## config.mk

```make
export PLATFORM = sky130hd
export DESIGN_NAME = async_frame_byte_unstuffer_core
export DESIGN_NICKNAME = d
export VERILOG_FILES = /design/src/hdl/afbu_pkg.sv /design/src/hdl/afbu_front.sv /design/src/hdl/afbu_queue.sv /design/src/hdl/afbu_back.sv /design/src/hdl/async_frame_byte_unstuffer_core.sv
export SDC_FILE = /design/constraint.sdc
export NUM_CORES = 1
export LEC_CHECK = 0
export BUFFER_PORTS_ARGS = -buffer_cell sky130_fd_sc_hd__buf_2
export CAP_MARGIN = 20
export CORE_MARGIN = 8
export CORE_UTILIZATION = 31
export DETAILED_ROUTE_END_ITERATION = 8
export PLACE_DENSITY = 0.47
export SLEW_MARGIN = 20
export SYNTH_ARGS = -nofsm -noshare
export SYNTH_HDL_FRONTEND = slang
export SYNTH_SLANG_ARGS = --single-unit
```

## constraint.sdc

```tcl
create_clock -name clk -period 6.3 [get_ports clk]
set_input_delay 0.63 -clock clk [delete_from_list [all_inputs] [get_ports clk]]
set_output_delay 0.63 -clock clk [all_outputs]
set_load 0.02 [all_outputs]
```

## src/hdl/afbu_pkg.sv

```systemverilog
package afbu_pkg;

  localparam int unsigned ByteW  = 8;
  localparam int unsigned CountW = 13;
  localparam int unsigned KindW  = 2;
  localparam int unsigned AddrW  = 4;
  localparam int unsigned DataW  = 32;

  localparam int unsigned MAX_FRAME_BYTES_DEF = 4096;
  localparam int unsigned QUEUE_DEPTH_DEF     = 2;

  // result kinds
  localparam logic [KindW-1:0] KIND_PAYLOAD = 2'd0;
  localparam logic [KindW-1:0] KIND_ACCEPT  = 2'd1;
  localparam logic [KindW-1:0] KIND_DISCARD = 2'd2;

  // a frame needs more than this many stored bytes to be accepted
  localparam logic [CountW-1:0] MIN_ACCEPT_COUNT = 13'd2;

  // register indexes (byte address = 4 * index)
  localparam logic [1:0] REG_FRAME_LIMIT = 2'd0;
  localparam logic [1:0] REG_END_BYTE    = 2'd1;
  localparam logic [1:0] REG_ESCAPE_BYTE = 2'd2;
  localparam logic [1:0] REG_ESCAPE_XOR  = 2'd3;

  localparam logic [CountW-1:0] FRAME_LIMIT_RST = 13'd512;
  localparam logic [ByteW-1:0]  END_BYTE_RST    = 8'h7E;
  localparam logic [ByteW-1:0]  ESCAPE_BYTE_RST = 8'h7D;
  localparam logic [ByteW-1:0]  ESCAPE_XOR_RST  = 8'h20;

  typedef struct packed {
    logic [CountW-1:0] frame_limit;
    logic [ByteW-1:0]  end_byte;
    logic [ByteW-1:0]  escape_byte;
    logic [ByteW-1:0]  escape_xor;
  } afbu_cfg_t;

  typedef struct packed {
    logic [KindW-1:0]  kind;
    logic [ByteW-1:0]  data;
    logic [CountW-1:0] count;
  } afbu_entry_t;

endpackage

```

## src/hdl/afbu_front.sv

```systemverilog
module afbu_front #(
  parameter int unsigned MAX_FRAME_BYTES = afbu_pkg::MAX_FRAME_BYTES_DEF
) (
  input  logic                        clk,
  input  logic                        rst_n,
  input  logic                        in_valid,
  input  logic                        q_full,
  input  logic [afbu_pkg::ByteW-1:0]  in_data_byte,
  input  logic                        in_line_error,
  input  afbu_pkg::afbu_cfg_t         cfg,
  output logic                        push,
  output afbu_pkg::afbu_entry_t       push_entry
);

  localparam int unsigned LimW = 17;
  localparam logic [LimW-1:0] MaxLim = LimW'(MAX_FRAME_BYTES);
  localparam logic [afbu_pkg::CountW-1:0] MaxLimC = afbu_pkg::CountW'(MAX_FRAME_BYTES);

  logic [afbu_pkg::CountW-1:0] byte_count_r, byte_count_nxt;
  logic                        escape_armed_r, escape_armed_nxt;
  logic                        frame_error_r, frame_error_nxt;

  logic                        accept;
  logic [afbu_pkg::CountW-1:0] limit;
  logic [afbu_pkg::ByteW-1:0]  esc_code_a, esc_code_b, decoded;
  logic                        is_end, is_escape, is_coded;

  assign accept     = in_valid && !q_full;
  assign esc_code_a = cfg.escape_byte ^ cfg.escape_xor;
  assign esc_code_b = cfg.end_byte ^ cfg.escape_xor;
  assign is_end     = (in_data_byte == cfg.end_byte);
  assign is_escape  = (in_data_byte == cfg.escape_byte);
  assign is_coded   = (in_data_byte == esc_code_a) || (in_data_byte == esc_code_b);

  always_comb begin
    if ({{(LimW - afbu_pkg::CountW){1'b0}}, cfg.frame_limit} > MaxLim) begin
      limit = MaxLimC;
    end else begin
      limit = cfg.frame_limit;
    end
  end

  always_comb begin
    byte_count_nxt   = byte_count_r;
    escape_armed_nxt = escape_armed_r;
    frame_error_nxt  = frame_error_r;
    decoded          = in_data_byte;
    push             = 1'b0;
    push_entry.kind  = afbu_pkg::KIND_PAYLOAD;
    push_entry.data  = in_data_byte;
    push_entry.count = byte_count_r;
    if (accept) begin
      priority if (in_line_error) begin
        frame_error_nxt = 1'b1;
      end else if (is_end) begin
        push = 1'b1;
        push_entry.kind = (!frame_error_r && byte_count_r > afbu_pkg::MIN_ACCEPT_COUNT) ?
                          afbu_pkg::KIND_ACCEPT : afbu_pkg::KIND_DISCARD;
        byte_count_nxt   = '0;
        escape_armed_nxt = 1'b0;
        frame_error_nxt  = 1'b0;
      end else if (is_escape) begin
        escape_armed_nxt = 1'b1;
      end else begin
        if (is_coded && escape_armed_r) begin
          escape_armed_nxt = 1'b0;
          decoded = in_data_byte ^ cfg.escape_xor;
        end
        push_entry.data = decoded;
        if (!frame_error_r) begin
          if (byte_count_r < limit) begin
            byte_count_nxt = byte_count_r + 13'd1;
            push = 1'b1;
          end else begin
            // overflow: drop and poison the frame
            frame_error_nxt = 1'b1;
          end
        end
      end
    end
  end

  always_ff @(posedge clk) begin
    if (!rst_n) begin
      byte_count_r   <= '0;
      escape_armed_r <= 1'b0;
      frame_error_r  <= 1'b0;
    end else begin
      byte_count_r   <= byte_count_nxt;
      escape_armed_r <= escape_armed_nxt;
      frame_error_r  <= frame_error_nxt;
    end
  end

endmodule

```

## src/hdl/afbu_queue.sv

```systemverilog
module afbu_queue #(
  parameter int unsigned DEPTH = afbu_pkg::QUEUE_DEPTH_DEF
) (
  input  logic                  clk,
  input  logic                  rst_n,
  input  logic                  push,
  input  afbu_pkg::afbu_entry_t push_entry,
  input  logic                  pop,
  output logic                  full,
  output logic                  not_empty,
  output afbu_pkg::afbu_entry_t head
);

  localparam int unsigned PtrW = (DEPTH > 1) ? $clog2(DEPTH) : 1;
  localparam int unsigned CntW = $clog2(DEPTH + 1);
  localparam logic [PtrW-1:0] LastPtr = PtrW'(DEPTH - 1);
  localparam logic [CntW-1:0] FullCnt = CntW'(DEPTH);

  afbu_pkg::afbu_entry_t slot_r [DEPTH];
  logic [PtrW-1:0] wr_ptr_r, wr_ptr_nxt;
  logic [PtrW-1:0] rd_ptr_r, rd_ptr_nxt;
  logic [CntW-1:0] count_r, count_nxt;
  logic            do_push, do_pop;

  assign full      = (count_r == FullCnt);
  assign not_empty = (count_r != '0);
  assign head      = slot_r[rd_ptr_r];
  assign do_push   = push && !full;
  assign do_pop    = pop && not_empty;

  always_comb begin
    wr_ptr_nxt = wr_ptr_r;
    rd_ptr_nxt = rd_ptr_r;
    count_nxt  = count_r;
    if (do_push) begin
      wr_ptr_nxt = (wr_ptr_r == LastPtr) ? '0 : wr_ptr_r + 1'b1;
    end
    if (do_pop) begin
      rd_ptr_nxt = (rd_ptr_r == LastPtr) ? '0 : rd_ptr_r + 1'b1;
    end
    if (do_push && !do_pop) begin
      count_nxt = count_r + 1'b1;
    end else if (do_pop && !do_push) begin
      count_nxt = count_r - 1'b1;
    end
  end

  always_ff @(posedge clk) begin
    if (do_push) begin
      slot_r[wr_ptr_r] <= push_entry;
    end
  end

  always_ff @(posedge clk) begin
    if (!rst_n) begin
      wr_ptr_r <= '0;
      rd_ptr_r <= '0;
      count_r  <= '0;
    end else begin
      wr_ptr_r <= wr_ptr_nxt;
      rd_ptr_r <= rd_ptr_nxt;
      count_r  <= count_nxt;
    end
  end

endmodule

```

## src/hdl/afbu_back.sv

```systemverilog
module afbu_back (
  input  logic                          clk,
  input  logic                          rst_n,
  input  logic                          q_not_empty,
  input  afbu_pkg::afbu_entry_t         q_head,
  output logic                          q_pop,
  input  logic                          out_stall,
  output logic                          out_valid,
  output logic [afbu_pkg::KindW-1:0]    out_kind,
  output logic [afbu_pkg::ByteW-1:0]    out_payload_byte,
  output logic [afbu_pkg::CountW-1:0]   out_frame_length
);

  logic                        out_valid_r, out_valid_nxt;
  logic [afbu_pkg::KindW-1:0]  kind_r;
  logic [afbu_pkg::ByteW-1:0]  payload_r;
  logic [afbu_pkg::CountW-1:0] length_r;
  logic                        load, is_payload;

  // refill the output beat whenever it is empty or being taken
  assign load          = q_not_empty && (!out_valid_r || !out_stall);
  assign q_pop         = load;
  assign is_payload    = (q_head.kind == afbu_pkg::KIND_PAYLOAD);
  assign out_valid_nxt = load || (out_valid_r && out_stall);

  always_ff @(posedge clk) begin
    if (load) begin
      kind_r    <= q_head.kind;
      payload_r <= is_payload ? q_head.data : '0;
      length_r  <= is_payload ? '0 : q_head.count;
    end
  end

  always_ff @(posedge clk) begin
    if (!rst_n) begin
      out_valid_r <= 1'b0;
    end else begin
      out_valid_r <= out_valid_nxt;
    end
  end

  assign out_valid        = out_valid_r;
  assign out_kind         = kind_r;
  assign out_payload_byte = payload_r;
  assign out_frame_length = length_r;

endmodule

```

## src/hdl/async_frame_byte_unstuffer_core.sv

```systemverilog
// Receive-side byte unstuffer for asynchronous framed links.
// Input channel: in_valid/in_stall carry one line byte (in_data_byte) and its
// line-error flag per beat. Output channel: out_valid/out_stall carry zero or
// one result per input beat: a decoded payload byte (kind 0), a frame accept
// (kind 1) or a frame discard (kind 2) with the stored byte count.
// Flagged bytes, escape prefixes and bytes of a poisoned or full frame give
// no result; every unflagged end byte gives exactly one.
// Throughput: one byte per cycle while in_stall is low. Each result is written
// into the queue at the edge that accepts its input beat, then loaded into the
// output register when it reaches the queue head and that register is free.
// A two-entry queue sits between the classifier and the output register, so
// a stall on the output side reaches in_stall only once the queue fills.
// Results are never dropped while stalled; the output beat holds.
// Reset (rst_n low, synchronous) empties the queue and output, clears the
// byte count, escape and error marks, and loads register defaults:
// frame_limit 512, end_byte 0x7E, escape_byte 0x7D, escape_xor 0x20.
// Registers are written over the APB port at byte addresses 0, 4, 8, 12 and
// should be changed only while the block is idle.
module async_frame_byte_unstuffer_core #(
  parameter int unsigned MAX_FRAME_BYTES = afbu_pkg::MAX_FRAME_BYTES_DEF,
  parameter int unsigned QUEUE_DEPTH     = afbu_pkg::QUEUE_DEPTH_DEF
) (
  input  logic                          clk,
  input  logic                          rst_n,
  input  logic                          in_valid,
  output logic                          in_stall,
  input  logic [afbu_pkg::ByteW-1:0]    in_data_byte,
  input  logic                          in_line_error,
  output logic                          out_valid,
  input  logic                          out_stall,
  output logic [afbu_pkg::KindW-1:0]    out_kind,
  output logic [afbu_pkg::ByteW-1:0]    out_payload_byte,
  output logic [afbu_pkg::CountW-1:0]   out_frame_length,
  input  logic                          psel,
  input  logic                          penable,
  input  logic                          pwrite,
  input  logic [afbu_pkg::AddrW-1:0]    paddr,
  input  logic [afbu_pkg::DataW-1:0]    pwdata,
  output logic [afbu_pkg::DataW-1:0]    prdata,
  output logic                          pready
);

  afbu_pkg::afbu_cfg_t   cfg_r;
  afbu_pkg::afbu_entry_t push_entry, q_head;
  logic                  push, q_full, q_not_empty, q_pop, wr_en;
  logic [1:0]            reg_idx;

  assign pready  = 1'b1;
  assign reg_idx = paddr[3:2];
  assign wr_en   = psel && penable && pwrite;

  always_ff @(posedge clk) begin
    if (!rst_n) begin
      cfg_r.frame_limit <= afbu_pkg::FRAME_LIMIT_RST;
      cfg_r.end_byte    <= afbu_pkg::END_BYTE_RST;
      cfg_r.escape_byte <= afbu_pkg::ESCAPE_BYTE_RST;
      cfg_r.escape_xor  <= afbu_pkg::ESCAPE_XOR_RST;
    end else if (wr_en) begin
      unique case (reg_idx)
        afbu_pkg::REG_FRAME_LIMIT: cfg_r.frame_limit <= pwdata[afbu_pkg::CountW-1:0];
        afbu_pkg::REG_END_BYTE:    cfg_r.end_byte    <= pwdata[afbu_pkg::ByteW-1:0];
        afbu_pkg::REG_ESCAPE_BYTE: cfg_r.escape_byte <= pwdata[afbu_pkg::ByteW-1:0];
        afbu_pkg::REG_ESCAPE_XOR:  cfg_r.escape_xor  <= pwdata[afbu_pkg::ByteW-1:0];
        default: ;
      endcase
    end
  end

  always_comb begin
    prdata = '0;
    unique case (reg_idx)
      afbu_pkg::REG_FRAME_LIMIT: prdata[afbu_pkg::CountW-1:0] = cfg_r.frame_limit;
      afbu_pkg::REG_END_BYTE:    prdata[afbu_pkg::ByteW-1:0]  = cfg_r.end_byte;
      afbu_pkg::REG_ESCAPE_BYTE: prdata[afbu_pkg::ByteW-1:0]  = cfg_r.escape_byte;
      afbu_pkg::REG_ESCAPE_XOR:  prdata[afbu_pkg::ByteW-1:0]  = cfg_r.escape_xor;
      default: ;
    endcase
  end

  assign in_stall = q_full;

  afbu_front #(
    .MAX_FRAME_BYTES (MAX_FRAME_BYTES)
  ) u_front (
    .clk           (clk),
    .rst_n         (rst_n),
    .in_valid      (in_valid),
    .q_full        (q_full),
    .in_data_byte  (in_data_byte),
    .in_line_error (in_line_error),
    .cfg           (cfg_r),
    .push          (push),
    .push_entry    (push_entry)
  );

  afbu_queue #(
    .DEPTH (QUEUE_DEPTH)
  ) u_queue (
    .clk        (clk),
    .rst_n      (rst_n),
    .push       (push),
    .push_entry (push_entry),
    .pop        (q_pop),
    .full       (q_full),
    .not_empty  (q_not_empty),
    .head       (q_head)
  );

  afbu_back u_back (
    .clk              (clk),
    .rst_n            (rst_n),
    .q_not_empty      (q_not_empty),
    .q_head           (q_head),
    .q_pop            (q_pop),
    .out_stall        (out_stall),
    .out_valid        (out_valid),
    .out_kind         (out_kind),
    .out_payload_byte (out_payload_byte),
    .out_frame_length (out_frame_length)
  );

endmodule

```

==> results by group, run 1 <==
Power
  • Pint: 1.86 mW
  • Comb power frac: 18.0%
  • Power share of the clock group: 40.9%
  • P per Cell Area: 348 nW/µm²
  • Tot Pwr: 2.54 mW
  • Leakage dissipation: 2.90 nW
  • Sw Ratio: 27.0%
  • Reg power frac: 41.1%
  • Sw Pwr: 0.685 mW
  • Max VDD drop: 187 µV

Detailed routing
  • Post-route DRC: 0
  • WL final: 14,300 µm
  • Drt first-iter violations: 143
  • Avg Vias per Cell: 4.60
  • Post-DR wirelength/cell: 16.3 µm
  • Via count: 4,030
  • First-pass iteration count of the detailed router: 4
  • Routed Antenna Nets: 0

CTS
  • CTS resizes: 0
  • Setup Buffers After CTS: 0
  • Root Buffer: clkbuf_16
  • Reg clk slew, reported paths: 0.06 ns
  • Clock buffer depth: 2
  • Hold_buf cts: 0
  • H-tree lvl count: 4
  • Clock sink count: 127
  • Num CTS Buffers: 17
  • CTS tree: built
  • Worst-Skew Late Latency: 0.41 ns

Finish
  • Layout filler cell count: 1,920
  • Cell Count, Final, Fillers Out: 876
  • Fin util: 37.5%
  • Register area: 3230 µm²
  • Area Growth Syn to Fin: 18.9%
  • ANT cells: 0
  • Layout Nets: 665
  • Fin area: 7300 µm²
  • Ratio of cells with drive above 1 in the final layout: 19.0%
  • Multi-input gate area: 2680 µm²

Timing
  • Worst hold slack: 0.426 ns
  • Unrepaired setup endpoints after global routing: false
  • Worst-margin pin slew: 1.00 ns
  • Max Slew Vio Count: 0
  • Relative slew margins: 33.2%
  • Fin crit share: 52.3%
  • Setup ws final: 3.00 ns
  • # setup viols final: 0
  • Setup TNS: 0 ns
  • Peak Freq: 303 MHz
  • Crit path time final: 3.30 ns
  • Final-report hold violation count: 0
  • Fin Clk Skew: 0.00641 ns

Worst setup path
  • Critical path class: flip-flop to flip-flop
  • Crit-path max FO: 29
  • Worst setup path startpoint: cfg_r[36]$_SDFFE_PN0P_
  • Critical Path AT: 3.64 ns
  • Critical Path RT: 6.64 ns
  • Crit path launch type: flip-flop
  • Worst r2r src: cfg_r[36]$_SDFFE_PN0P_
  • Endpoint class of the critical path: flip-flop

Global route
  • All-Layer GR Usage: 12.1%
  • Pin count of the biggest net entering global routing: 30
  • First-pass GRT wire length: 22,900 µm
  • Vias in the first global route: 4,227
  • Grt total ovfl: 0
  • Initial antenna violation count: 0

Synthesis
  • Cell Area, Synth: 6140 µm²
  • Synth Area per Inst: 11.5 µm²
  • Seq cells post-synth: 127
  • Top-area cell type share of the netlist area: 33.7%
  • Synth area leader: edfxtp_1
  • Most instantiated cells after synthesis: nand2_1 (71), edfxtp_1 (69), dfxtp_1 (58)
  • Top cells by area, synth: edfxtp_1 (34%), dfxtp_1 (19%), mux2i_1 (7.3%), xnor3_1 (5.9%), nand2_1 (4.3%)
  • Synth cell types: 42
  • Post-synth top flop: edfxtp_1
  • Most frequent cell after synthesis: nand2_1
  • Register area share after synthesis: 52.7%
  • Number of synthesized flops with an enable pin: 69
  • Synth Warn #: 0
  • Mapped Cells: 536
  • Post-synthesis async set-or-reset flop share: 0%

Placement
  • Final Wtd Congestion: 0.761
  • Placed cell area: 6670 µm²
  • Dpl ws: 3.00 ns
  • HPWL Detailed: 10,300 µm
  • Placed insts: 844
  • PortBufs: 68

Die
  • Core Box Area: 19,500 µm²
  • Row count: 51
  • Total die area: 24,600 µm²
  • Die height: 157 µm
  • IO Pins: 110
  • Die width: 157 µm
  • Starting density of the core: 31.5%

Run status
  • Outcome: completed

Hold path
  • Hold Crit Class: primary input to flip-flop
  • HP Start: pwdata[9]

Run
  • Max cap viols: 0
[sequential cells by signal (all words and copies together), names as in the netlist, named ones only]
name                     cells
u_queue.slot_r              46
cfg_r                       37
u_back.out_frame_length     13
u_front.byte_count_r        13
u_back.out_payload_byte      8
u_back.out_kind              2
u_queue.count_r              2
u_back.out_valid             1
u_front.escape_armed_r       1
u_front.frame_error_r        1
u_queue.rd_ptr_r             1
u_queue.wr_ptr_r             1
[cells by family (layout without fill, tap and decap cells)]
group                    count (synthesis)  count (layout)  share of synthesized area (%)
flip-flops                             127             127                           52.7
AND/OR/NAND/NOR                        176             176                           13.3
adder cells (fa/ha/maj)                 15              15                           3.06
XOR/XNOR                                43              43                           9.72
AO/OA/AOI/OAI                           59              59                           5.58
other                                    2              20                          0.122
multiplexers                            55              55                           10.6
buffers and inverters                   59             116                           4.87
[power by group through the flow]
stage          clock [mW]  combinational (mW)  sequential, mW
5_1_grt              1.10               0.500            1.06
6_report             1.04               0.456            1.04
3_3_place_gp            0               0.461            1.06
2_1_floorplan           0               0.232            1.15
4_1_cts              1.06               0.468            1.05
3_5_place_dp            0               0.466            1.06
[worst max-delay path, stage by stage, from the launching register on]
cell and delay, ns:
dfxtp_1 0.33, inv_1 0.33, nand2_1 0.12, ha_1 0.32, a21o_1 0.17, a21o_1 0.18
a2111oi_2 0.34, o211ai_1 0.12, buf_4 0.23, and2_1 0.22, inv_1 0.09, ha_1 0.26
or3_1 0.35, a21oi_1 0.14
[cell type report]
cell class / count / area share, %
Sequential cell: 127 / 44.3
Tap cell: 265 / 4.54
Clock inverter: 14 / 2.67
Multi-Input combinational cell: 368 / 36.7
Clock buffer: 18 / 5.88
Timing Repair Buffer: 75 / 5.38
Inverter: 9 / 0.463
[final timing paths]
kind	depth (start not counted)	end	slack [ns]
min reg2reg	2	cfg_r[34]$_SDFFE_PN0P_	0.48
max reg2reg	13	u_queue.count_r[1]$_SDFFE_PN0P_	3.00
max	13	u_queue.count_r[1]$_SDFFE_PN0P_	3.00
min	3	cfg_r[33]$_SDFFE_PN1P_	0.43
[cell usage in the layout, fill, tap and decap left out, types with 16 or more instances in the layout]
master	instances
conb_1	20
nor2_1	42
xor2_1	18
a21oi_1	32
xnor3_1	16
dfxtp_1	58
edfxtp_1	69
buf_2	68
mux2i_1	45
nand2_1	71
clkbuf_16	17
[metal layers]
| layer | GRT usage [%] | share of wire [%] | up-vias |
|---|---|---|---|
| met5 | 0 | 0 | - |
| met2 | 19.2 | 46 | 106 |
| li1 | - | - | 2001 |
| met3 | 3.03 | 4.6 | 13 |
| met1 | 15.6 | 48 | 1910 |
| met4 | 4.39 | 1.2 | 0 |
No activity file was read; power rests on OpenSTA's default activity.
==> run 2, diff against run 1 <==
==> constraint.sdc (replaced) <==
create_clock -name clk -period 3.2 [get_ports clk]
set_input_delay 0.32 -clock clk [delete_from_list [all_inputs] [get_ports clk]]
set_output_delay 0.32 -clock clk [all_outputs]
set_load 0.02 [all_outputs]
==> results by group, run 2 (synthesized netlist as in run 1, its figures left out) <==
Die
  • Core Box Area: 19,500 µm²
  • Die height: 157 µm
  • Starting density of the core: 31.5%
  • IO Pins: 110
  • Total die area: 24,600 µm²
  • Die width: 157 µm
  • Row count: 51

Worst setup path
  • Crit-path max FO: 5
  • Critical path class: flip-flop to flip-flop
  • Endpoint class of the critical path: flip-flop
  • Critical Path RT: 3.54 ns
  • Critical Path AT: 3.22 ns
  • Largest stage delay on the critical path: 0.36 ns
  • Flop2flop setup slack: 0.32 ns
  • Slowest cell on the critical path: a2111oi_2
  • Crit path launch type: flip-flop
  • Cell breakdown of the critical path: inv_1 > nand2_1 > ha_1 > a21o_1 > a21o_1 > a2111oi_2 > o211ai_1 > and2_1 > inv_1 > ha_1 > or3_1 > a21oi_1

CTS
  • Root Buffer: clkbuf_16
  • Num CTS Buffers: 17
  • Clock buffer depth: 2
  • Setup Buffers After CTS: 0
  • CTS tree: built
  • Clock sink count: 127
  • CTS resizes: 0
  • Worst-Skew Late Latency: 0.42 ns
  • Reg clk slew, reported paths: 0.06 ns
  • H-tree lvl count: 4
  • Hold_buf cts: 0

Finish
  • Ratio of cells with drive above 1 in the final layout: 20.6%
  • Fin util: 37.5%
  • Cell Count, Final, Fillers Out: 881
  • Area Growth Syn to Fin: 18.9%
  • ANT cells: 0
  • Commonest cells after routing, fill and taps aside: nand2_1 (71), edfxtp_1 (69), buf_2 (68)
  • Layout filler cell count: 1,924
  • Biggest regs: u_queue.slot_r (46), cfg_r (37)
  • Register area: 3230 µm²
  • Layout Nets: 670
  • Max FFs per register: 46
  • Most common cell after layout, fill and taps aside: nand2_1
  • Largest Register: u_queue.slot_r
  • Multi-input gate area: 2690 µm²

Placement
  • HPWL Detailed: 10,600 µm
  • PortBufs: 68
  • Final Wtd Congestion: 0.766
  • Placed insts: 849

Global route
  • Initial antenna violation count: 0
  • All-Layer GR Usage: 12.3%
  • Vias in the first global route: 4,341
  • Grt total ovfl: 0
  • First-pass GRT wire length: 23,200 µm
  • Pin count of the biggest net entering global routing: 29

Power
  • Leakage dissipation: 2.90 nW
  • Max VDD drop: 384 µV
  • Tot Pwr: 4.85 mW
  • Pint: 3.44 mW
  • Reg power frac: 42.7%
  • Sw Ratio: 29.1%
  • P per Cell Area: 665 nW/µm²
  • Sw Pwr: 1.41 mW
  • Power share of the clock group: 39.2%
  • Comb power frac: 18.1%

Timing
  • Unrepaired setup endpoints after global routing: false
  • Fin crit share: 90.1%
  • Setup TNS: 0 ns
  • Peak Freq: 347 MHz
  • Crit path time final: 2.88 ns
  • Final-report hold violation count: 0
  • Relative slew margins: 34.0%
  • Max Slew Vio Count: 0
  • Worst-margin pin slew: 0.989 ns
  • Fin Clk Skew: 0.00893 ns
  • # setup viols final: 0

Detailed routing
  • Post-DR wirelength/cell: 16.7 µm
  • Routed Antenna Nets: 0
  • Post-route DRC: 0
  • Via count: 4,102
  • WL final: 14,700 µm
  • Avg Vias per Cell: 4.66
  • Drt first-iter violations: 138
  • First-pass iteration count of the detailed router: 5

Run status
  • Outcome: completed

Run
  • Max cap viols: 0

Hold path
  • Hold Crit Class: primary input to flip-flop
run 2: changes by cell type in the layout (fill, tap and decap cells not counted), sizes merged:
cell and change:
buf +5, bufinv -3, inv +3, clkbuf -1, clkinvlp +1
run 2: per-stage QoR:
stage | setup slack (ns) | hold slack [ns] | area (µm²)
after detailed placement | 0.359 | 0.464 | 6720
final | 0.318 | 0.123 | 7300
after global routing | 0.0536 | 0.125 | 7300
after global placement | 0.417 | 0.470 | 6720
after floorplan | 0.0560 | 0.442 | 6220
after CTS | 0.328 | 0.112 | 7300
run 2: critical path, delay by kind of cell (launching register included):
family	cells	cell delay (ns)
AOI/OAI and AO/OA	5	1.01
adders and majority gates	2	0.54
buffers and inverters	2	0.22
DFF	1	0.34
and+or+nand+nor	3	0.69
run 2: layout make-up:
class / instances / share of cell area, %
Clock buffer: 17 / 5.83
Clock inverter: 15 / 2.19
Inverter: 9 / 0.463
Multi-Input combinational cell: 368 / 36.8
Sequential cell: 127 / 44.3
Tap cell: 265 / 4.54
Timing Repair Buffer: 80 / 5.90
run 2: power by group through the flow:
stage | registers [mW] | clock network, mW | logic (mW)
2_1_floorplan | 2.27 | 0 | 0.459
3_3_place_gp | 2.11 | 0 | 0.889
3_5_place_dp | 2.11 | 0 | 0.901
4_1_cts | 2.08 | 1.95 | 0.904
5_1_grt | 2.10 | 2.01 | 0.969
6_report | 2.07 | 1.90 | 0.879
run 2: path summary, 6_finish.rpt:
kind	depth (start not counted)	startpoint	to
setup / recovery	12	cfg_r[36]$_SDFFE_PN0P_	u_queue.count_r[1]$_SDFFE_PN0P_
hold / removal	3	pwdata[9]	cfg_r[33]$_SDFFE_PN1P_
setup reg to reg	12	cfg_r[36]$_SDFFE_PN0P_	u_queue.count_r[1]$_SDFFE_PN0P_
hold reg to reg	2	cfg_r[32]$_SDFFE_PN0P_	cfg_r[32]$_SDFFE_PN0P_
run 2: per-layer routing:
layer	wire length [µm]	vias to the layer above	GRT usage, %
li1	-	2014	-
met4	289	0	5.63
met1	7040	1976	15.6
met5	0	-	0
met3	622	19	2.79
met2	6750	93	19.6
==> run 3, diff against run 2 <==
--- a/config.mk
+++ b/config.mk
@@ -8,10 +8,12 @@
 export BUFFER_PORTS_ARGS = -buffer_cell sky130_fd_sc_hd__buf_2
 export CAP_MARGIN = 20
 export CORE_MARGIN = 8
-export CORE_UTILIZATION = 31
+export CORE_UTILIZATION = 30
+export CTS_CLUSTER_SIZE = 10
 export DETAILED_ROUTE_END_ITERATION = 8
-export PLACE_DENSITY = 0.47
+export PLACE_DENSITY = 0.46
 export SLEW_MARGIN = 20
 export SYNTH_ARGS = -nofsm -noshare
 export SYNTH_HDL_FRONTEND = slang
+export SYNTH_HIERARCHICAL = 1
 export SYNTH_SLANG_ARGS = --single-unit
==> results by group, run 3 <==
Die
  • Row count: 54
  • Die height: 164 µm
  • Starting density of the core: 30.3%
  • Core Box Area: 21,700 µm²
  • Total die area: 26,900 µm²
  • IO Pins: 110
  • Die width: 164 µm

Worst setup path
  • Worst setup path startpoint: cfg_r[36]$_SDFFE_PN0P_
  • Cell breakdown of the critical path: inv_1 > ha_1 > a211oi_1 > o211ai_2 > a21oi_4 > nand3_2 > nand2_1 > inv_1 > nor2_1 > ha_1 > or3_1 > a21boi_1
  • Crit path launch type: flip-flop
  • Critical path class: flip-flop to flip-flop
  • Critical Path AT: 3.25 ns
  • Largest stage delay on the critical path: 0.39 ns
  • Worst Reg-to-Reg Cells: 12
  • Crit-path max FO: 12
  • Endpoint class of the critical path: flip-flop
  • Flop2flop setup slack: 0.30 ns
  • RR Endpoint: u_queue/count_r[1]$_SDFFE_PN0P_
  • End of the critical path: u_queue/count_r[1]$_SDFFE_PN0P_
  • Slowest cell on the critical path: dfxtp_1
  • Critical Path RT: 3.55 ns
  • Worst r2r src: cfg_r[36]$_SDFFE_PN0P_

CTS
  • Worst-Skew Late Latency: 0.42 ns
  • Hold_buf cts: 0
  • Setup Buffers After CTS: 0
  • Reg clk slew, reported paths: 0.06 ns
  • H-tree lvl count: 4
  • Clock buffer depth: 2
  • CTS tree: built
  • Clock sink count: 127
  • Num CTS Buffers: 17
  • CTS resizes: 0
  • Root Buffer: clkbuf_16

Run
  • Max cap viols: 0

Finish
  • ANT cells: 0
  • Layout Nets: 699
  • Most common cell after layout, fill and taps aside: edfxtp_1
  • Max FFs per register: 46
  • Commonest cells after routing, fill and taps aside: edfxtp_1 (69), buf_2 (68), nand2_1 (59)
  • Largest Register: u_queue/slot_r
  • Cell Count, Final, Fillers Out: 925
  • Biggest regs: u_queue/slot_r (46), cfg_r (37)
  • Ratio of cells with drive above 1 in the final layout: 27.0%
  • Area Growth Syn to Fin: 16.5%

Power
  • Max VDD drop: 371 µV
  • Leakage dissipation: 2.93 nW
  • P per Cell Area: 660 nW/µm²

Synthesis
  • Synth Area per Inst: 11.6 µm²
  • Cell Area, Synth: 6580 µm²
  • Seq cells post-synth: 127
  • Top-area cell type share of the netlist area: 31.5%
  • Synth cell types: 65
  • Most frequent cell after synthesis: edfxtp_1
  • Number of synthesized flops with an enable pin: 69
  • Post-synthesis async set-or-reset flop share: 0%
  • Synth area leader: edfxtp_1
  • Most instantiated cells after synthesis: edfxtp_1 (69), nand2_1 (59), dfxtp_1 (58)
  • Register area share after synthesis: 49.1%
  • Synth Warn #: 6
  • Top cells by area, synth: edfxtp_1 (31%), dfxtp_1 (18%), mux2_2 (3.9%), nand2_1 (3.4%), xnor2_1 (3.2%)
  • Post-synth top flop: edfxtp_1
  • Mapped Cells: 568

Detailed routing
  • WL final: 15,200 µm
  • First-pass iteration count of the detailed router: 6
  • Via count: 4,357
  • Post-route DRC: 0
  • Post-DR wirelength/cell: 16.5 µm
  • Routed Antenna Nets: 0
  • Avg Vias per Cell: 4.71
  • Drt first-iter violations: 267

Timing
  • Crit path time final: 2.90 ns
  • Worst-margin pin slew: 0.754 ns
  • Fin crit share: 90.7%
  • Final-report hold violation count: 0
  • # setup viols final: 0
  • Peak Freq: 345 MHz
  • Max Slew Vio Count: 0
  • Relative slew margins: 49.7%
  • Setup TNS: 0 ns
  • Fin Clk Skew: 0.00631 ns
  • Unrepaired setup endpoints after global routing: false

Placement
  • HPWL Detailed: 11,300 µm
  • Placed insts: 893
  • Final Wtd Congestion: 0.819
  • PortBufs: 68

Global route
  • Initial antenna violation count: 0
  • All-Layer GR Usage: 11.5%
  • Vias in the first global route: 4,361
  • Pin count of the biggest net entering global routing: 58
  • Grt total ovfl: 0
  • First-pass GRT wire length: 23,700 µm

Run status
  • Outcome: completed

Hold path
  • Hold Crit Class: primary input to flip-flop
==> run 3: cell count changes after synthesis, sizes merged, moves of 10 or more <==
cell | before | now
nor2 | 43 | 13
mux2i | 45 | 20
a21oi | 32 | 10
mux2 | 2 | 23
nor2b | 0 | 19
o21ai | 11 | 30
xnor2 | 9 | 28
o211ai | 1 | 14
nand4 | 7 | 19
buf | 29 | 40
nand2 | 71 | 60
and2 | 7 | 17
xnor3 | 16 | 6
==> run 3: stage by stage <==
| stage | util (%) | area, µm² | setup slack (ns) | total power, mW | hold slack [ns] |
|---|---|---|---|---|---|
| after floorplan | - | 6650 | 0.179 | 2.94 | 0.438 |
| after global placement | 32.7 | 7090 | 0.402 | 3.24 | 0.473 |
| after detailed placement | 32.7 | 7090 | 0.313 | 3.26 | 0.481 |
| after CTS | 35.3 | 7660 | 0.292 | 5.14 | 0.111 |
| after global routing | 35.3 | 7660 | 0.0862 | 5.29 | 0.142 |
| final | 35.3 | 7660 | 0.298 | 5.05 | 0.134 |
==> run 3: cells by family (layout without fill, tap and decap cells) <==
group                      count (synthesis)  in the layout  synth area share (%)
and+or+nand+nor                          186            186                  16.5
DFF                                      127            127                  49.1
AOI/OAI and AO/OA                         79             79                  8.39
buffers and inverters                     65            124                  5.88
muxes                                     51             51                  9.72
xor gates and xnor gates                  43             43                  7.44
adders and majority gates                 15             15                  2.85
other                                      2             20                 0.114
==> run 3: where the power goes <==
| part | switching, mW | internal [mW] |
|---|---|---|
| clock | 0.727 | 1.14 |
| combinational | 0.669 | 0.405 |
| sequential | 0.0847 | 2.03 |
| total | 1.48 | 3.57 |
==> run 3: worst min path at each step <==
stage / from / to / slack [ns] / cells after the start
2_1_floorplan: rst_n / u_queue/wr_ptr_r$_SDFFE_PN0N_ / 0.44 / 1
3_3_place_gp: cfg_r[24]$_SDFFE_PN0P_ / cfg_r[24]$_SDFFE_PN0P_ / 0.47 / 2
3_5_place_dp: cfg_r[32]$_SDFFE_PN0P_ / cfg_r[32]$_SDFFE_PN0P_ / 0.48 / 2
4_1_cts: pwdata[8] / cfg_r[32]$_SDFFE_PN0P_ / 0.11 / 3
5_1_grt: pwdata[10] / cfg_r[34]$_SDFFE_PN0P_ / 0.14 / 3
6_report: pwdata[8] / cfg_r[32]$_SDFFE_PN0P_ / 0.13 / 3
==> run 3: final cells by class <==
type	instances	area, µm²
clock buffer	17	425
clock inverter	15	145
fill	2131	14000
inverter	13	48.8
multi-input combinational	394	3040
sequential	127	3230
tap	280	350
timing repair buffer	79	423
==> run 3: critical path: cells and delay by family, from the launching register on <==
| family | cells | cell delay (ns) |
|---|---|---|
| adders and majority gates | 2 | 0.62 |
| buffers and inverters | 2 | 0.31 |
| AOI/OAI and AO/OA | 4 | 0.79 |
| and+or+nand+nor | 4 | 0.71 |
| DFF | 1 | 0.39 |
==> run 3: routing by layer <==
layer	track usage, %	routed length (µm)	vias up
met5	0	0	-
met4	4.09	153	0
met3	3.51	838	8
met2	18.3	7190	124
met1	14.4	7050	2067
li1	-	-	2158
